$ cat src/rtl/core/bavg_pkg.sv
// Shared types, constants and state codes of the block-average downsampler.
`default_nettype none

package bavg_pkg;

  // Grid and image limits
  localparam int OUT_COLS = 64;
  localparam int OUT_ROWS = 64;
  localparam int MAX_DIM  = 4096;

  // Field widths
  localparam int PIX_W    = 8;
  localparam int DIM_W    = 13;
  localparam int HS_W     = 10;
  localparam int GRID_W   = 6;
  localparam int HEIGHT_W = 18;
  localparam int FRAC_W   = 8;

  // Derived counter widths
  localparam int POS_W       = $clog2(MAX_DIM);
  localparam int COL_SHIFT   = $clog2(OUT_COLS);
  localparam int ROW_SHIFT   = $clog2(OUT_ROWS);
  localparam int COL_BIN_W   = $clog2(MAX_DIM / OUT_COLS);
  localparam int ROW_BIN_W   = $clog2(MAX_DIM / OUT_ROWS);
  localparam int BW_W        = COL_BIN_W + 1;
  localparam int BH_W        = ROW_BIN_W + 1;
  localparam int COL_IDX_W   = $clog2(OUT_COLS);
  localparam int BCOL_W      = COL_IDX_W + 1;
  localparam int BROW_W      = $clog2(OUT_ROWS) + 1;

  // Arithmetic widths
  localparam int SUM_W   = 20;
  localparam logic [SUM_W-1:0] SUM_MAX = {SUM_W{1'b1}};
  localparam int PROD_W  = SUM_W + HS_W;
  localparam int NUM_W   = PROD_W + FRAC_W;
  localparam int AREA_W  = BW_W + BH_W;
  localparam int DEN_W   = AREA_W + 8;
  localparam int STEP_W  = $clog2(NUM_W + 1);

  // Configuration register map
  localparam int PADDR_W = 4;
  localparam int PDATA_W = 32;
  localparam logic [1:0] REG_IN_WIDTH     = 2'd0;
  localparam logic [1:0] REG_IN_HEIGHT    = 2'd1;
  localparam logic [1:0] REG_HEIGHT_SCALE = 2'd2;

  localparam logic [DIM_W-1:0] IN_WIDTH_RST     = 13'd256;
  localparam logic [DIM_W-1:0] IN_HEIGHT_RST    = 13'd256;
  localparam logic [HS_W-1:0]  HEIGHT_SCALE_RST = 10'd1;

  // Frame geometry after clamping
  typedef struct packed {
    logic [DIM_W-1:0] w;
    logic [DIM_W-1:0] h;
    logic [BW_W-1:0]  bw;
    logic [BH_W-1:0]  bh;
  } geom_t;

  // What one pixel does to the sums
  typedef struct packed {
    logic              acc;
    logic              emit;
    logic              last;
    logic [GRID_W-1:0] grid_row;
    logic [GRID_W-1:0] grid_col;
  } op_t;

  typedef enum logic [2:0] {
    ST_IDLE,
    ST_RMW,
    ST_MUL,
    ST_START,
    ST_WAIT,
    ST_OUT
  } state_t;

endpackage

`default_nettype wire

$ cat src/rtl/core/bavg_if.sv
// Handshake channels: pixel words in, height words out.
`default_nettype none

interface bavg_pix_if;
  import bavg_pkg::*;
  logic             valid;
  logic             ready;
  logic [PIX_W-1:0] pixel;
  logic             frame_start;

  modport source (output valid, output pixel, output frame_start, input ready);
  modport sink   (input valid, input pixel, input frame_start, output ready);
endinterface

interface bavg_res_if;
  import bavg_pkg::*;
  logic                valid;
  logic                ready;
  logic [GRID_W-1:0]   grid_row;
  logic [GRID_W-1:0]   grid_col;
  logic [HEIGHT_W-1:0] height;
  logic                last_of_frame;

  modport source (output valid, output grid_row, output grid_col, output height,
                  output last_of_frame, input ready);
  modport sink   (input valid, input grid_row, input grid_col, input height,
                  input last_of_frame, output ready);
endinterface

`default_nettype wire

$ cat src/rtl/core/bavg_ram.sv
// Generic single-port-write, registered-read RAM.
`default_nettype none

module bavg_ram #(
  parameter int WIDTH = 8,
  parameter int DEPTH = 16
) (
  input  wire logic                     clk,
  input  wire logic                     we,
  input  wire logic [$clog2(DEPTH)-1:0] waddr,
  input  wire logic [WIDTH-1:0]         wdata,
  input  wire logic                     re,
  input  wire logic [$clog2(DEPTH)-1:0] raddr,
  output logic      [WIDTH-1:0]         rdata
);

  logic [WIDTH-1:0] mem [DEPTH];

  always_ff @(posedge clk) begin
    if (we) begin
      mem[waddr] <= wdata;
    end
    if (re) begin
      rdata <= mem[raddr];
    end
  end

endmodule

`default_nettype wire

$ cat src/rtl/core/bavg_raster.sv
// Raster position and block position counters.
`default_nettype none

module bavg_raster (
  input  wire logic                    clk,
  input  wire logic                    rst,
  input  wire logic                    accept,
  input  wire logic                    frame_start,
  input  wire bavg_pkg::geom_t         geom,
  output bavg_pkg::op_t                op
);
  import bavg_pkg::*;

  logic [POS_W-1:0]     pixel_col, pixel_col_next;
  logic [POS_W-1:0]     pixel_row, pixel_row_next;
  logic [COL_BIN_W-1:0] col_in_block, col_in_block_next;
  logic [ROW_BIN_W-1:0] row_in_block, row_in_block_next;
  logic [BCOL_W-1:0]    block_col_index, block_col_index_next;
  logic [BROW_W-1:0]    block_row_index, block_row_index_next;

  logic [POS_W-1:0]     cur_pc, cur_pr;
  logic [COL_BIN_W-1:0] cur_cib;
  logic [ROW_BIN_W-1:0] cur_rib;
  logic [BCOL_W-1:0]    cur_bci;
  logic [BROW_W-1:0]    cur_bri;
  logic                 col_end, row_end, col_wrap, row_wrap, in_grid;

  // Frame start clears the counters before this pixel is placed
  always_comb begin
    cur_pc  = frame_start ? '0 : pixel_col;
    cur_pr  = frame_start ? '0 : pixel_row;
    cur_cib = frame_start ? '0 : col_in_block;
    cur_rib = frame_start ? '0 : row_in_block;
    cur_bci = frame_start ? '0 : block_col_index;
    cur_bri = frame_start ? '0 : block_row_index;

    col_end  = ({1'b0, cur_cib} + BW_W'(1)) >= geom.bw;
    row_end  = ({1'b0, cur_rib} + BH_W'(1)) >= geom.bh;
    col_wrap = ({1'b0, cur_pc} + DIM_W'(1)) >= geom.w;
    row_wrap = ({1'b0, cur_pr} + DIM_W'(1)) >= geom.h;
    in_grid  = (cur_bci < BCOL_W'(OUT_COLS)) && (cur_bri < BROW_W'(OUT_ROWS));

    op.acc      = (geom.bw != '0) && (geom.bh != '0) && in_grid;
    op.emit     = op.acc && col_end && row_end;
    op.last     = (cur_bri == BROW_W'(OUT_ROWS - 1)) && (cur_bci == BCOL_W'(OUT_COLS - 1));
    op.grid_row = cur_bri[GRID_W-1:0];
    op.grid_col = cur_bci[GRID_W-1:0];
  end

  // Advance in raster order; margin pixels park the grid index at its limit
  always_comb begin
    pixel_col_next       = cur_pc;
    pixel_row_next       = cur_pr;
    col_in_block_next    = cur_cib;
    row_in_block_next    = cur_rib;
    block_col_index_next = cur_bci;
    block_row_index_next = cur_bri;
    if (col_wrap) begin
      pixel_col_next       = '0;
      col_in_block_next    = '0;
      block_col_index_next = '0;
      if (row_wrap) begin
        pixel_row_next       = '0;
        row_in_block_next    = '0;
        block_row_index_next = '0;
      end else begin
        pixel_row_next = cur_pr + POS_W'(1);
        if (geom.bh != '0) begin
          if (row_end) begin
            row_in_block_next = '0;
            if (cur_bri < BROW_W'(OUT_ROWS)) begin
              block_row_index_next = cur_bri + BROW_W'(1);
            end
          end else begin
            row_in_block_next = cur_rib + ROW_BIN_W'(1);
          end
        end
      end
    end else begin
      pixel_col_next = cur_pc + POS_W'(1);
      if (geom.bw != '0) begin
        if (col_end) begin
          col_in_block_next = '0;
          if (cur_bci < BCOL_W'(OUT_COLS)) begin
            block_col_index_next = cur_bci + BCOL_W'(1);
          end
        end else begin
          col_in_block_next = cur_cib + COL_BIN_W'(1);
        end
      end
    end
  end

  always_ff @(posedge clk) begin
    if (rst) begin
      pixel_col       <= '0;
      pixel_row       <= '0;
      col_in_block    <= '0;
      row_in_block    <= '0;
      block_col_index <= '0;
      block_row_index <= '0;
    end else if (accept) begin
      pixel_col       <= pixel_col_next;
      pixel_row       <= pixel_row_next;
      col_in_block    <= col_in_block_next;
      row_in_block    <= row_in_block_next;
      block_col_index <= block_col_index_next;
      block_row_index <= block_row_index_next;
    end
  end

endmodule

`default_nettype wire

$ cat src/rtl/core/bavg_divider.sv
// Restoring divider, one quotient bit per cycle, result capped.
`default_nettype none

module bavg_divider (
  input  wire logic                          clk,
  input  wire logic                          rst,
  input  wire logic                          start,
  input  wire logic [bavg_pkg::NUM_W-1:0]    num,
  input  wire logic [bavg_pkg::DEN_W-1:0]    den,
  input  wire logic [bavg_pkg::HEIGHT_W-1:0] cap,
  output logic                               done,
  output logic      [bavg_pkg::HEIGHT_W-1:0] quot
);
  import bavg_pkg::*;

  logic [NUM_W-1:0]    dvd;
  logic [DEN_W-1:0]    rem;
  logic [DEN_W-1:0]    den_r;
  logic [HEIGHT_W-1:0] cap_r;
  logic [HEIGHT_W-1:0] q;
  logic                ovf;
  logic [STEP_W-1:0]   steps;
  logic                busy;

  logic [DEN_W:0]      trial;
  logic                ge;
  logic [DEN_W:0]      diff;
  logic [DEN_W-1:0]    rem_next;

  // One trial subtraction
  always_comb begin
    trial    = {rem, dvd[NUM_W-1]};
    ge       = trial >= {1'b0, den_r};
    diff     = trial - {1'b0, den_r};
    rem_next = ge ? diff[DEN_W-1:0] : trial[DEN_W-1:0];
  end

  // Quotient bits that leave the top mean the result is past any cap
  always_ff @(posedge clk) begin
    if (start) begin
      dvd   <= num;
      rem   <= '0;
      den_r <= den;
      cap_r <= cap;
      q     <= '0;
      ovf   <= 1'b0;
    end else if (busy) begin
      dvd <= {dvd[NUM_W-2:0], 1'b0};
      rem <= rem_next;
      q   <= {q[HEIGHT_W-2:0], ge};
      ovf <= ovf | q[HEIGHT_W-1];
    end
  end

  always_ff @(posedge clk) begin
    if (rst) begin
      busy  <= 1'b0;
      steps <= '0;
      done  <= 1'b0;
    end else begin
      done <= busy && (steps == STEP_W'(1));
      if (start) begin
        busy  <= 1'b1;
        steps <= STEP_W'(NUM_W);
      end else if (busy) begin
        steps <= steps - STEP_W'(1);
        if (steps == STEP_W'(1)) begin
          busy <= 1'b0;
        end
      end
    end
  end

  assign quot = (ovf || (q > cap_r)) ? cap_r : q;

endmodule

`default_nettype wire

$ cat src/rtl/core/block_average_image_downsampler.sv
// Top level: configuration registers, sum memory sequencer and result register.
//
// Grayscale pixels arrive in raster order and are summed per grid column in a 64-entry
// memory, one read-modify-write per pixel; a completed block is scaled as
// floor(sum * height_scale * 256 / (255 * block_h * block_w)), capped at
// height_scale * 256. A pixel that completes no block is accepted with a memory read,
// then updated and written back before the next pixel is accepted. A pixel that completes
// a block then passes through the multiply and the 38-step restoring divider, plus any
// wait for the result register to be taken. The result register lets the next pixel be
// accepted while a height word waits downstream. Geometry registers may only be written
// while idle. No clearing pass is needed after reset: per-entry valid bits make unwritten
// sums read as zero.
`default_nettype none

module block_average_image_downsampler (
  input  wire logic                         clk,
  input  wire logic                         rst,
  input  wire logic                         psel,
  input  wire logic                         penable,
  input  wire logic                         pwrite,
  input  wire logic [bavg_pkg::PADDR_W-1:0] paddr,
  input  wire logic [bavg_pkg::PDATA_W-1:0] pwdata,
  output logic      [bavg_pkg::PDATA_W-1:0] prdata,
  output logic                              pready,
  bavg_pix_if.sink                          pixels,
  bavg_res_if.source                        heights
);
  import bavg_pkg::*;

  // Configuration registers
  logic [DIM_W-1:0] in_width;
  logic [DIM_W-1:0] in_height;
  logic [HS_W-1:0]  height_scale;
  logic             cfg_write;
  logic [1:0]       reg_sel;

  assign pready    = 1'b1;
  assign reg_sel   = paddr[3:2];
  assign cfg_write = psel && penable && pwrite && pready;

  always_ff @(posedge clk) begin
    if (rst) begin
      in_width     <= IN_WIDTH_RST;
      in_height    <= IN_HEIGHT_RST;
      height_scale <= HEIGHT_SCALE_RST;
    end else if (cfg_write) begin
      case (reg_sel)
        REG_IN_WIDTH:     in_width     <= pwdata[DIM_W-1:0];
        REG_IN_HEIGHT:    in_height    <= pwdata[DIM_W-1:0];
        REG_HEIGHT_SCALE: height_scale <= pwdata[HS_W-1:0];
        default: ;
      endcase
    end
  end

  always_comb begin
    case (reg_sel)
      REG_IN_WIDTH:     prdata = PDATA_W'(in_width);
      REG_IN_HEIGHT:    prdata = PDATA_W'(in_height);
      REG_HEIGHT_SCALE: prdata = PDATA_W'(height_scale);
      default:          prdata = '0;
    endcase
  end

  // Clamped geometry and block size
  geom_t geom;
  always_comb begin
    geom.w  = (in_width > DIM_W'(MAX_DIM)) ? DIM_W'(MAX_DIM) : in_width;
    geom.h  = (in_height > DIM_W'(MAX_DIM)) ? DIM_W'(MAX_DIM) : in_height;
    geom.bw = BW_W'(geom.w >> COL_SHIFT);
    geom.bh = BH_W'(geom.h >> ROW_SHIFT);
  end

  // Sequencer
  state_t state, state_next;
  logic   accept, ram_we, div_start, out_load;
  op_t    op_cur, op;
  logic   div_done;
  logic [HEIGHT_W-1:0] div_quot;

  always_ff @(posedge clk) begin
    if (rst) begin
      state <= ST_IDLE;
    end else begin
      state <= state_next;
    end
  end

  always_comb begin
    state_next     = state;
    pixels.ready   = 1'b0;
    ram_we         = 1'b0;
    div_start      = 1'b0;
    out_load       = 1'b0;
    case (state)
      ST_IDLE: begin
        pixels.ready = 1'b1;
        if (pixels.valid) begin
          state_next = ST_RMW;
        end
      end
      ST_RMW: begin
        ram_we     = op.acc;
        state_next = op.emit ? ST_MUL : ST_IDLE;
      end
      ST_MUL: begin
        state_next = ST_START;
      end
      ST_START: begin
        div_start  = 1'b1;
        state_next = ST_WAIT;
      end
      ST_WAIT: begin
        if (div_done) begin
          state_next = ST_OUT;
        end
      end
      ST_OUT: begin
        if (!heights.valid || heights.ready) begin
          out_load   = 1'b1;
          state_next = ST_IDLE;
        end
      end
      default: state_next = ST_IDLE;
    endcase
  end

  assign accept = pixels.valid && pixels.ready;

  bavg_raster u_raster (
    .clk         (clk),
    .rst         (rst),
    .accept      (accept),
    .frame_start (pixels.frame_start),
    .geom        (geom),
    .op          (op_cur)
  );

  // Column sums, entries valid once written in this frame
  logic [OUT_COLS-1:0] sum_valid;
  logic [SUM_W-1:0]    ram_rdata;
  logic [SUM_W-1:0]    ram_wdata;
  logic [SUM_W-1:0]    old_sum;
  logic [SUM_W:0]      raw_sum;
  logic [SUM_W-1:0]    new_sum;
  logic [PIX_W-1:0]    pix;

  always_comb begin
    old_sum   = sum_valid[op.grid_col[COL_IDX_W-1:0]] ? ram_rdata : '0;
    raw_sum   = {1'b0, old_sum} + (SUM_W+1)'(pix);
    new_sum   = raw_sum[SUM_W] ? SUM_MAX : raw_sum[SUM_W-1:0];
    ram_wdata = op.emit ? '0 : new_sum;
  end

  bavg_ram #(
    .WIDTH (SUM_W),
    .DEPTH (OUT_COLS)
  ) u_sums (
    .clk   (clk),
    .we    (ram_we),
    .waddr (op.grid_col[COL_IDX_W-1:0]),
    .wdata (ram_wdata),
    .re    (accept),
    .raddr (op_cur.grid_col[COL_IDX_W-1:0]),
    .rdata (ram_rdata)
  );

  always_ff @(posedge clk) begin
    if (rst) begin
      sum_valid <= '0;
    end else if (accept && pixels.frame_start) begin
      sum_valid <= '0;
    end else if (ram_we) begin
      sum_valid[op.grid_col[COL_IDX_W-1:0]] <= 1'b1;
    end
  end

  // Item and scaling datapath
  logic [SUM_W-1:0]  blk_sum;
  logic [PROD_W-1:0] prod;
  logic [DEN_W-1:0]  den;
  logic [AREA_W-1:0] area;

  assign area = AREA_W'(geom.bw) * AREA_W'(geom.bh);

  always_ff @(posedge clk) begin
    if (accept) begin
      op  <= op_cur;
      pix <= pixels.pixel;
    end
    if (state == ST_RMW) begin
      blk_sum <= new_sum;
    end
    if (state == ST_MUL) begin
      prod <= PROD_W'(blk_sum) * PROD_W'(height_scale);
      den  <= {area, 8'b0} - DEN_W'(area);
    end
  end

  bavg_divider u_div (
    .clk   (clk),
    .rst   (rst),
    .start (div_start),
    .num   ({prod, {FRAC_W{1'b0}}}),
    .den   (den),
    .cap   ({height_scale, {FRAC_W{1'b0}}}),
    .done  (div_done),
    .quot  (div_quot)
  );

  // Result register
  always_ff @(posedge clk) begin
    if (rst) begin
      heights.valid <= 1'b0;
    end else if (out_load) begin
      heights.valid <= 1'b1;
    end else if (heights.ready) begin
      heights.valid <= 1'b0;
    end
  end

  always_ff @(posedge clk) begin
    if (out_load) begin
      heights.grid_row      <= op.grid_row;
      heights.grid_col      <= op.grid_col;
      heights.height        <= div_quot;
      heights.last_of_frame <= op.last;
    end
  end

endmodule

`default_nettype wire

$ cat src/flat_wrapper.sv
// flat-port wrapper written by rule: the top's interface ports become plain ports
module block_average_image_downsampler_flat import bavg_pkg::*;
  (clk, rst, psel, penable, pwrite, paddr, pwdata, prdata, pready, pixels_valid, pixels_pixel, pixels_frame_start, pixels_ready, heights_valid, heights_grid_row, heights_grid_col, heights_height, heights_last_of_frame, heights_ready);
  bavg_pix_if pixels_i ();
  bavg_res_if heights_i ();
  input  wire logic clk;
  input  wire logic rst;
  input  wire logic psel;
  input  wire logic penable;
  input  wire logic pwrite;
  input  wire logic [bavg_pkg::PADDR_W-1:0] paddr;
  input  wire logic [bavg_pkg::PDATA_W-1:0] pwdata;
  output logic      [bavg_pkg::PDATA_W-1:0] prdata;
  output logic pready;
  input wire logic [$bits(pixels_i.valid)-1:0] pixels_valid;
  input wire logic [$bits(pixels_i.pixel)-1:0] pixels_pixel;
  input wire logic [$bits(pixels_i.frame_start)-1:0] pixels_frame_start;
  output wire logic [$bits(pixels_i.ready)-1:0] pixels_ready;
  output wire logic [$bits(heights_i.valid)-1:0] heights_valid;
  output wire logic [$bits(heights_i.grid_row)-1:0] heights_grid_row;
  output wire logic [$bits(heights_i.grid_col)-1:0] heights_grid_col;
  output wire logic [$bits(heights_i.height)-1:0] heights_height;
  output wire logic [$bits(heights_i.last_of_frame)-1:0] heights_last_of_frame;
  input wire logic [$bits(heights_i.ready)-1:0] heights_ready;
  assign pixels_i.valid = pixels_valid;
  assign pixels_i.pixel = pixels_pixel;
  assign pixels_i.frame_start = pixels_frame_start;
  assign pixels_ready = pixels_i.ready;
  assign heights_valid = heights_i.valid;
  assign heights_grid_row = heights_i.grid_row;
  assign heights_grid_col = heights_i.grid_col;
  assign heights_height = heights_i.height;
  assign heights_last_of_frame = heights_i.last_of_frame;
  assign heights_i.ready = heights_ready;
  block_average_image_downsampler u_core (.clk(clk), .rst(rst), .psel(psel), .penable(penable), .pwrite(pwrite), .paddr(paddr), .pwdata(pwdata), .prdata(prdata), .pready(pready), .pixels(pixels_i), .heights(heights_i));
endmodule
$ cat config.mk
export PLATFORM = sky130hd
export DESIGN_NAME = block_average_image_downsampler_flat
export DESIGN_NICKNAME = d
export VERILOG_FILES = /design/src/rtl/core/bavg_pkg.sv /design/src/rtl/core/bavg_if.sv /design/src/rtl/core/bavg_ram.sv /design/src/rtl/core/bavg_raster.sv /design/src/rtl/core/bavg_divider.sv /design/src/rtl/core/block_average_image_downsampler.sv /design/src/flat_wrapper.sv
export SDC_FILE = /design/constraint.sdc
export NUM_CORES = 2
export LEC_CHECK = 0
export BUFFER_PORTS_ARGS = -buffer_cell sky130_fd_sc_hd__clkbuf_2
export CORE_MARGIN = 3
export CORE_UTILIZATION = 65
export CTS_BUF_LIST = sky130_fd_sc_hd__clkbuf_16
export DETAILED_ROUTE_END_ITERATION = 12
export PLACE_DENSITY = 0.81
export SYNTH_ARGS = -nofsm -noshare
export SYNTH_HDL_FRONTEND = slang
export SYNTH_HIERARCHICAL = 1
export SYNTH_SLANG_ARGS = --single-unit
export TNS_END_PERCENT = 20
$ cat constraint.sdc
create_clock -name clk -period 18.7 [get_ports clk]
set_input_delay 4.675 -clock clk [delete_from_list [all_inputs] [get_ports clk]]
set_output_delay 4.675 -clock clk [all_outputs]
set_load 0.02 [all_outputs]
### Word-level counts from Yosys, hierarchy flattened

Memories as Yosys holds them, arrays and structs flattened. A register that Yosys moved wholly into a read port is not among the register bits.
Index checks and enable logic that the tools add are counted.

* add/sub/neg operators: 14
* $mul: 2
* magnitude comparators: 12
* eq/ne operators: 13
* multiplexer cells: 58
* bitwise operators: 2
* reductions and logical operators: 27

Operators with widths (count)
* 2-to-1 mux 7 bit: 11
* 2-to-1 mux 38 bit: 2
* 2-to-1 mux 6 bit: 11
* OR 64 bit: 1
* 2-to-1 mux 12 bit: 5
* 2-to-1 mux 20 bit: 3
* case mux 13 bit (3 select lines): 1
* multiplier 20 x 10 -> 30 bit: 1
* adder 12 x 1 -> 13 bit, second input constant: 2
* >= comparator 13 bit: 2
* > comparator 13 bit, second input constant: 2
* 2-to-1 mux 13 bit: 2
* adder 12 x 1 -> 12 bit, second input constant: 2
* >= comparator 23 x 22 -> 1 bit: 1
* 2-to-1 mux 22 bit: 1
* subtractor 22 x 14 -> 22 bit: 1
* subtractor 22 bit: 1
* adder 20 x 8 -> 21 bit: 1
* > comparator 18 bit: 1
* 2-to-1 mux 18 bit: 1
* case mux 3 bit (6 select lines): 1
* adder 6 x 1 -> 7 bit, second input constant: 2
* adder 7 x 1 -> 7 bit, second input constant: 2
* == test 7 x 6 -> 1 bit, second input constant: 2
* other kinds (31): 69

* register bits: 391
* bits in writable memories: 1280
* bits of input ports: 52
* output and inout bits: 66
* logic and storage cells: 165
* memories kept: 1

Memory list
* u_core.u_sums.mem: depth 64, width 20, read ports 1, clocked after Yosys merged registers in 1, write ports 1, line bavg_ram.sv:17 `logic [WIDTH-1:0] mem [DEPTH];`

### Depth between registers and ports, before layout

* word-level depth: 7
* mapped depth: 26
* mapped depth without buffers: 24

### Hierarchy

Netlist, hierarchy kept.

By module, submodules not included
* bavg_ram: times used 1, cells each 2243, area each 49695.2 sq um, sequential area each 39037.4 sq um
* block_average_image_downsampler: times used 1, cells each 1825, area each 17725.8 sq um, sequential area each 5865.6 sq um
* bavg_divider: times used 1, cells each 641, area each 6850.3 sq um, sequential area each 3323.2 sq um
* bavg_raster: times used 1, cells each 520, area each 4067.7 sq um, sequential area each 1001.0 sq um

### Worst setup path before layout

Ideal clock, no wire load.

* path type: input port to output port
* start point: input port paddr[2] (netlist bit)
* end point: output port prdata[0] (netlist bit)
* data arrival time: 6.084 ns
* required time: 14.025 ns
* slack: 7.941 ns
* cell stages on the path: 4
* path buffers: 2
* path through: clkbuf_1 -> clkbuf_1 -> mux2i_1 -> o21ai_0

* longest elaborated chain between the ends: 2
* elaborated cells on any way between the ends: 4
* classes of those cells: eq/ne (2); mux (1); reduce/logical (1)

RTL lines
* start: declaration: line flat_wrapper.sv:11 `input wire logic [bavg_pkg::PADDR_W-1:0] paddr;`
* == test 2 bit, or another cell as far along: line block_average_image_downsampler.sv:57 `case (reg_sel)`
* case mux 13 bit (3 select lines) (*): line block_average_image_downsampler.sv:57
* end: declaration: line flat_wrapper.sv:13 `output logic [bavg_pkg::PDATA_W-1:0] prdata;`

Every way passes the cells marked *; elsewhere a longest branch is shown, timed or not.

### Worst setup path after layout

* start point: input port paddr[2] (netlist bit)
* end point: output port prdata[2] (netlist bit)

The elaborated chain is that of the path after synthesis.

==> results.yml <==
floorplanning:
  io_pins: 118
  start_util_pct: 65.9
  die_area_mm2: 0.125
  rows: 126
  core-area_mm2: 0.119
  die_w_um: 353
  die_h_um: 353
yosys:
  ys_seq_area_share_pct: 62.8
  yosysUniqueCellTypes: 98
  ys_seq_elements: 1707
  yosysMostFrequentCell: "edfxtp_1"
  synthesis.area_mm2: 0.0783
  netlist_instances: 5229
  synth_edf_count: 1504
  ys_top_cells_by_area: "edfxtp_1 58%, mux4_2 8.0%, dfxtp_1 5.2%, fa_1 4.3%, ha_1 3.2%"
  avgSynthCellArea_um2: 15.0
  synth_common_cells: "1504 x edfxtp_1, 337 x nor2_1, 335 x nand2_1, 287 x inv_1, 280 x mux4_2"
  yosys.area.top_type_share_pct: 57.7
  ys_warn_count: 6
  yosys.area.top_type: "edfxtp_1"
  async_flop_share_pct: 0
  synth_ff_type: "edfxtp_1"
clocking:
  root_buffer: "clkbuf_16"
  path_clk_slew_ns: 0.06
  clk_latency_ns: 0.82
  h-tree-depth: 4
  cts_setup_buffers: 0
  cts.sinks: 1707
  cts_buffers: 165
  cts_tree: "yes"
  cts_resized: 0
  cts_buffer_depth: 3
  hold_buffers: 0
sta:
  rsz0062_at_grt: "no"
  hold_viol_final: 0
  skew_ns: 0.0616
  fin_tns_setup_ns: 0
  finalCriticalPeriod_ns: 11.30
  setup_viol: 0
  clock.fmax_ghz: 0.0885
  relSlewSlack_pct: 10.2
  drv_slew: 0
  tightestPinTransition_ns: 1.34
  period_share_pct: 60.4
critical_path:
  r2r_start: "u_core/op[5]"
  reg2regPathDepth: 17
  r2r_end: "u_core/u_sums/mem[29][0]"
  crit_arrival_ns: 6.62
  critPathKind: "input port to output port"
  required_ns: 14.03
  end_kind: "output port"
  rrSetupSlack_ns: 11.85
  cp-start-kind: "input port"
  path_max_fanout: 19
power_and_ir_drop:
  swShare_pct: 23.0
  finalPower_uw: 8030
  comb_power_share_pct: 6.7
  switching_power_uw: 1850
  p_seq_share_pct: 52.5
  powerDensity_mw_per_mm2: 93.1
  cellLeakagePower_uw: 0.0313
  internal_power_uw: 6180
  peakVddDrop_mv: 0.122
  clockPowerShare_pct: 40.8
finish:
  area_growth_pct: 10.2
  nFillCells: 7157
  multi_input_area_mm2: 0.0272
  finalNonFillerCells: 7085
  nets: 5768
  layout-drive-gt1-share_pct: 16.6
  seq_area_mm2: 0.0492
drt:
  drtAntennaViolNets: 0
  wl_per_cell_um: 27.4
  drt-vias-per-instance: 6.64
  dr.pass1.iters: 7
  drt-initial-drc-count: 5776
  num_vias: 47100
  drc: 0
  drt_wl_total_um: 194000
worst_hold_path:
  whs_endpoint: "u_core/u_div/den_r[6]"
  min_path_cells: 0
  hold_start: "u_core/den[6]"
  hp-class: "register to register"
grt:
  grt_max_degree: 144
  grt_pass1_wl_um: 293000
  grtUsageTotal_pct: 31.3
  grt_pass1_vias: 47200
  antenna_found_initial: 9
  gr-total-overflow: 0
outcome:
  outcome: "complete, no violations"
flow_run:
  drv_cap: 0
place:
  gp_congestion: 0.879
  placedCellCount: 6781
  dpl.hpwl_um: 113000
  portBuffers: 76
[flip-flops by register name (all words and copies together), names as in the netlist, 13 cells and up]
register and cells:
u_core/heights.height 18, u_core/u_div/dvd 38, u_core/u_div/q 18, u_core/in_height 13, u_core/op 15, u_core/in_width 13, u_core/u_sums/mem 1280, u_core/u_sums/rdata 20
u_core/den 22, u_core/sum_valid 64, u_core/u_div/rem 22, u_core/prod 30, u_core/u_div/cap_r 18, u_core/blk_sum 20, u_core/u_div/den_r 22
[layout make-up]
| cell class | count | share of cell area (%) |
|---|---|---|
| clock buffer | 170 | 4.93 |
| clock inverter | 132 | 1.31 |
| inverter | 287 | 1.25 |
| tap | 1600 | 2.32 |
| timing repair buffer | 204 | 1.61 |
| sequential | 1707 | 57.0 |
| multi-input combinational | 2983 | 31.5 |
| antenna | 2 | 0.00580 |
[cell families after synthesis]
family | after synthesis | share of synthesized area (%)
simple gates | 1190 | 7.29
compound gates | 702 | 6.01
mux | 589 | 12.1
xor+xnor | 98 | 1.11
other cells | 2 | 0.00959
flops | 1707 | 62.8
buf+inv | 573 | 3.15
fa+ha+maj | 368 | 7.49
[routing by layer]
layer / up-vias / GRT usage [%] / part of all wire, %
met5: - / 0 / 0.013
met4: 4 / 16.2 / 5.4
met3: 560 / 6.87 / 11
met2: 3062 / 48.8 / 47
met1: 23500 / 41.9 / 36
li1: 19900 / - / -
[worst max-delay path by stage]
stage | from | to | cells past startpoint
after CTS | paddr[2] | prdata[0] | 5
after global placement | paddr[2] | prdata[0] | 5
after detailed placement | paddr[2] | prdata[0] | 5
after floorplan | paddr[2] | prdata[0] | 4
after global routing | paddr[2] | prdata[2] | 5
final | paddr[2] | prdata[2] | 5
[metrics by stage]
step / utilization, % / cell area, µm² / hold WS, ns / setup slack (ns)
after detailed placement: 68.1 / 80900 / 0.405 / 7.45
after global routing: 72.6 / 86300 / 0.422 / 7.34
after CTS: 72.6 / 86300 / 0.417 / 7.45
after global placement: 68.1 / 80900 / 0.402 / 7.42
final: 72.6 / 86300 / 0.416 / 7.40
after floorplan: - / 78500 / 0.400 / 7.94
[power groups by stage]
stage	clock network, µW	registers (µW)	logic [µW]
after floorplan	0	4280	406
after global placement	0	4300	505
after detailed placement	0	4300	519
after CTS	3320	4220	525
after global routing	3460	4220	588
final	3280	4220	536
[cell usage in the layout, fill, tap and decap left out, drive strengths merged, types with 18 or more instances in the layout]
cell type / count
buf: 129
and3: 51
clkinv: 72
a31oi: 41
nand2: 335
xnor2: 65
conb: 36
nor3: 66
nand3: 76
clkbuf: 245
a311oi: 18
ha: 200
nand4: 36
a21o: 51
fa: 168
o22ai: 53
nor2b: 65
inv: 328
nand2b: 35
o21ai: 102
dfxtp: 203
a21oi: 192
a22o: 19
mux2i: 236
nor2: 340
mux2: 73
a22oi: 77
mux4: 280
and2: 104
xor2: 33
o31ai: 25
edfxtp: 1504
[worst max-delay path, cell delays in order]
cell	delay (ns)
clkbuf_2	0.37
nor2b_1	0.91
nand2_1	0.10
o21ai_0	0.28
clkbuf_2	0.28
Note: power is estimated with default switching activity, not from simulation.
